$ cat src/rtl/core/fccw_pkg.sv
// ----------------------------------------------------------------------------
// fccw_pkg - FAT32 cluster chain walker package
// Request and response types, status codes and FAT32 entry constants.
// ----------------------------------------------------------------------------
package fccw_pkg;

    localparam int CLUSTER_W = 12;
    localparam int COUNT_W   = 13;
    localparam int ENTRY_W   = 28;
    localparam int RAW_W     = 32;

    localparam logic CMD_LOAD = 1'b0;
    localparam logic CMD_WALK = 1'b1;

    localparam logic [1:0] ST_OK      = 2'd0;
    localparam logic [1:0] ST_INVALID = 2'd1;
    localparam logic [1:0] ST_LOOP    = 2'd2;

    localparam logic [ENTRY_W-1:0] LAST_LINK     = 28'hFFFFFEF;
    localparam logic [ENTRY_W-1:0] EOC_LOW       = 28'hFFFFFF8;
    localparam logic [ENTRY_W-1:0] FIRST_CLUSTER = 28'd2;

    localparam logic [COUNT_W-1:0] ENTRIES_RESET = 13'd4096;

    typedef struct packed {
        logic                 command;
        logic [CLUSTER_W-1:0] cluster_number;
        logic [RAW_W-1:0]     entry_value;
    } request_t;

    typedef struct packed {
        logic [COUNT_W-1:0]   chain_length;
        logic [CLUSTER_W-1:0] last_cluster;
        logic [1:0]           status;
    } response_t;

    // classification of one table entry against the current limit
    typedef struct packed {
        logic eoc;
        logic link_ok;
    } link_class_t;

endpackage

$ cat src/rtl/core/fccw_link_check.sv
// ----------------------------------------------------------------------------
// fccw_link_check - table entry classifier
// Flags an end-of-chain marker or a usable next-cluster link.
// ----------------------------------------------------------------------------
module fccw_link_check (
    input  logic [fccw_pkg::ENTRY_W-1:0] entry,
    input  logic [fccw_pkg::COUNT_W-1:0] limit,
    output fccw_pkg::link_class_t        cls
);
    import fccw_pkg::*;

    always_comb
    begin
        cls.eoc     = (entry >= EOC_LOW);
        cls.link_ok = (entry >= FIRST_CLUSTER) && (entry <= LAST_LINK)
                      && (entry < {{(ENTRY_W-COUNT_W){1'b0}}, limit});
    end

endmodule

$ cat config.mk
export PLATFORM = sky130hd
export DESIGN_NAME = fccw_link_check
export DESIGN_NICKNAME = d
export VERILOG_FILES = /design/src/rtl/core/fccw_pkg.sv /design/src/rtl/core/fccw_link_check.sv
export SDC_FILE = /design/constraint.sdc
export NUM_CORES = 1
export LEC_CHECK = 0
export BUFFER_PORTS_ARGS = -buffer_cell sky130_fd_sc_hd__buf_2
export CORE_AREA = 8 8 45 47
export DETAILED_ROUTE_END_ITERATION = 6
export DIE_AREA = 0 0 53 55
export PLACE_DENSITY = 0.73
export REMOVE_ABC_BUFFERS = 1
export SLEW_MARGIN = 20
export SYNTH_ARGS = -nofsm -noshare
export SYNTH_HDL_FRONTEND = slang
export SYNTH_SLANG_ARGS = --single-unit
$ cat constraint.sdc
create_clock -name vclk -period 1.46
set_clock_uncertainty 0.05 [all_clocks]
set_input_delay 0.073 -clock vclk [all_inputs]
set_output_delay 0.073 -clock vclk [all_outputs]
set_load 0.005 [all_outputs]
==> metrics.cfg <==
[synthesis]
synth-seq-area-share_pct = 0
ys_warn_count = 0
synth.distinct_cells = 22
synth_area_um2 = 426.7
synth-xor-area-share_pct = 0
synth_compound_area_share_pct = 15.25
synth_top_family_by_area = simple AND/OR/NAND/NOR gates
synth_fa_ha_area_share_pct = 35.19
synthMuxAreaShare_pct = 0
synth-simple-area-share_pct = 39.00
avgSynthCellArea_um2 = 7.232
syn_inst = 59

[power]
p_per_area_nw_per_um2 = 231.5
combPwrFrac_pct = 100.0
leakagePower_uw = 0.0004389
power.internal_uw = 114.4
clockPowerShare_pct = 0
power.share.switching_pct = 42.25
seqPwrFrac_pct = 0
ir_drop_uv = 114.5
switchingPower_uw = 83.72

[floorplanning]
fp.dieH_um = 55
core-area_um2 = 1384
fp.dieW_um = 53
rows = 14
die_area_um2 = 2915
pin_count = 43
start_util_pct = 30.83

[cells_and_area]
seq_cells = 0
fin_util_pct = 61.84
ff_latch_area_um2 = 0
insertedDiodeCount = 0
clkbuf_count = 0
layout.cells.most_common_list = buf_2, buf_4, inv_1, nand4_1, ha_1
nets = 169
final_common_cell = buf_2
drive_above_1_share_pct = 58.77
area_delta_synth_final_pct = 100.6
fillerInstances = 134
multi_input_area_um2 = 470.5

[setup_path]
cp_num_buf_inv = 3
path_delay_family = simple AND/OR/NAND/NOR gates
path_depth = 8
cp.required_ns = 1.34
crit_type = in -> out
cp_cell_sequence = buf_6, inv_4, ha_4, or4_4, nor2_4, o2111ai_2, nor4b_2, buf_2
critPathSlowestCell = or4_4
start_kind = input pin
cpPeakStageDelay_ns = 0.42
endpoint_kind = output pin
worst_ep_arrival_time_ns = 1.36
cp_max_fo = 1

[flow_run]
maxCapViolCount = 0

[sta]
period_share_pct = 101.3
final-setup-viol-count = 1
setup_ws_ns = -0.01938
grt_setup_unrepaired = true
worstMarginPinSlew_ns = 0.4014
fmax_mhz = 676.0
hold_viol_final = 0
report.final.slew_viol_count = 0
tns_ns = -0.01938
slew_headroom_pct = 72.99
period_minus_slack_ns = 1.479

[detailed_routing]
viasPerCell = 5.169
post_drt_wl_per_cell_um = 14.20
ant_nets = 0
drc = 0
drt-initial-drc-count = 2
routed_wl_mm = 1.846
vias = 672
drt-pass1-iter-count = 4

[placement]
port_buffers = 43
place_congestion = 0.8911
dp_slack_ns = -0.2448
hpwl_mm = 1.603

[global_routing]
grt_use_total_pct = 12.43
antenna_found_initial = 0
grt_max_degree = 4
overflow = 0
grt_pass1_wl_mm = 2.973
first_global_vias = 740

[hold_path]
holdPathStages = 4
hold_class = in -> out

[status]
status = complete, but fails checks
violations = negative setup slack

[clock_tree]
hold_buffers = 0

## logic make-up after synthesis
group | count (synthesis)
fa+ha+maj | 12
buf+inv | 12
simple gates | 26
compound gates | 9
## Yosys cell counts, types with 2 or more instances
library cell  number  area share, %
ha_1              12             35
inv_1             12             11
nand4_1            7             10
nor4_1             6            8.8
a21oi_1            2            2.3
nand2_1            2            1.8
nand3_1            2            2.3
or4_1              2            3.5
## routing by layer
metal | GRT usage, % | vias to the layer above | share of wire [%]
li1 | - | 345 | -
met5 | 0 | - | 0
met2 | 23.44 | 27 | 48
met4 | 0.8621 | 0 | 0
met3 | 2.674 | 0 | 11
met1 | 14.48 | 300 | 41
## tightest hold or removal path, cell delays in order
cell and delay [ns]:
buf_2 0.10, nand3_1 0.08, nor4_2 0.04, buf_2 0.12
## final timing paths
path / start / endpoint
hold / removal: entry[17] / cls[1]
setup / recovery: limit[12] / cls[0]
## power groups by stage
stage / clock (uW) / sequential [uW] / combinational [uW]
2_1_floorplan: 0 / 0 / 59.6
3_3_place_gp: 0 / 0 / 167
3_5_place_dp: 0 / 0 / 172
4_1_cts: 0 / 0 / 188
5_1_grt: 0 / 0 / 225
6_report: 0 / 0 / 198
## cell type report
cell class,instances,share of cell area [%]
well taps,16,2.339
inverters,12,5.556
multi-input cells,47,54.97
repair buffers,55,37.13
## per-stage QoR
step / std cells / hold WS (ns) / area (um^2) / total power (uW)
global placement: 130 / 0.4189 / 752.0 / 166.6
floorplan: 59 / 0.1857 / 426.7 / 59.58
finish: 130 / 0.4365 / 855.8 / 198.2
CTS: 130 / 0.4140 / 812.0 / 187.7
global route: 130 / 0.4828 / 855.8 / 225.1
detailed placement: 130 / 0.4096 / 752.0 / 171.6
## what timing repair did
action | in CTS | in global routing
pin swaps | 5 | 1
resized for setup | 11 | 4
buffers inserted | 0 | 0
setup endpoints to repair | 1 | 2
No activity file was read; power rests on OpenSTA's default activity.
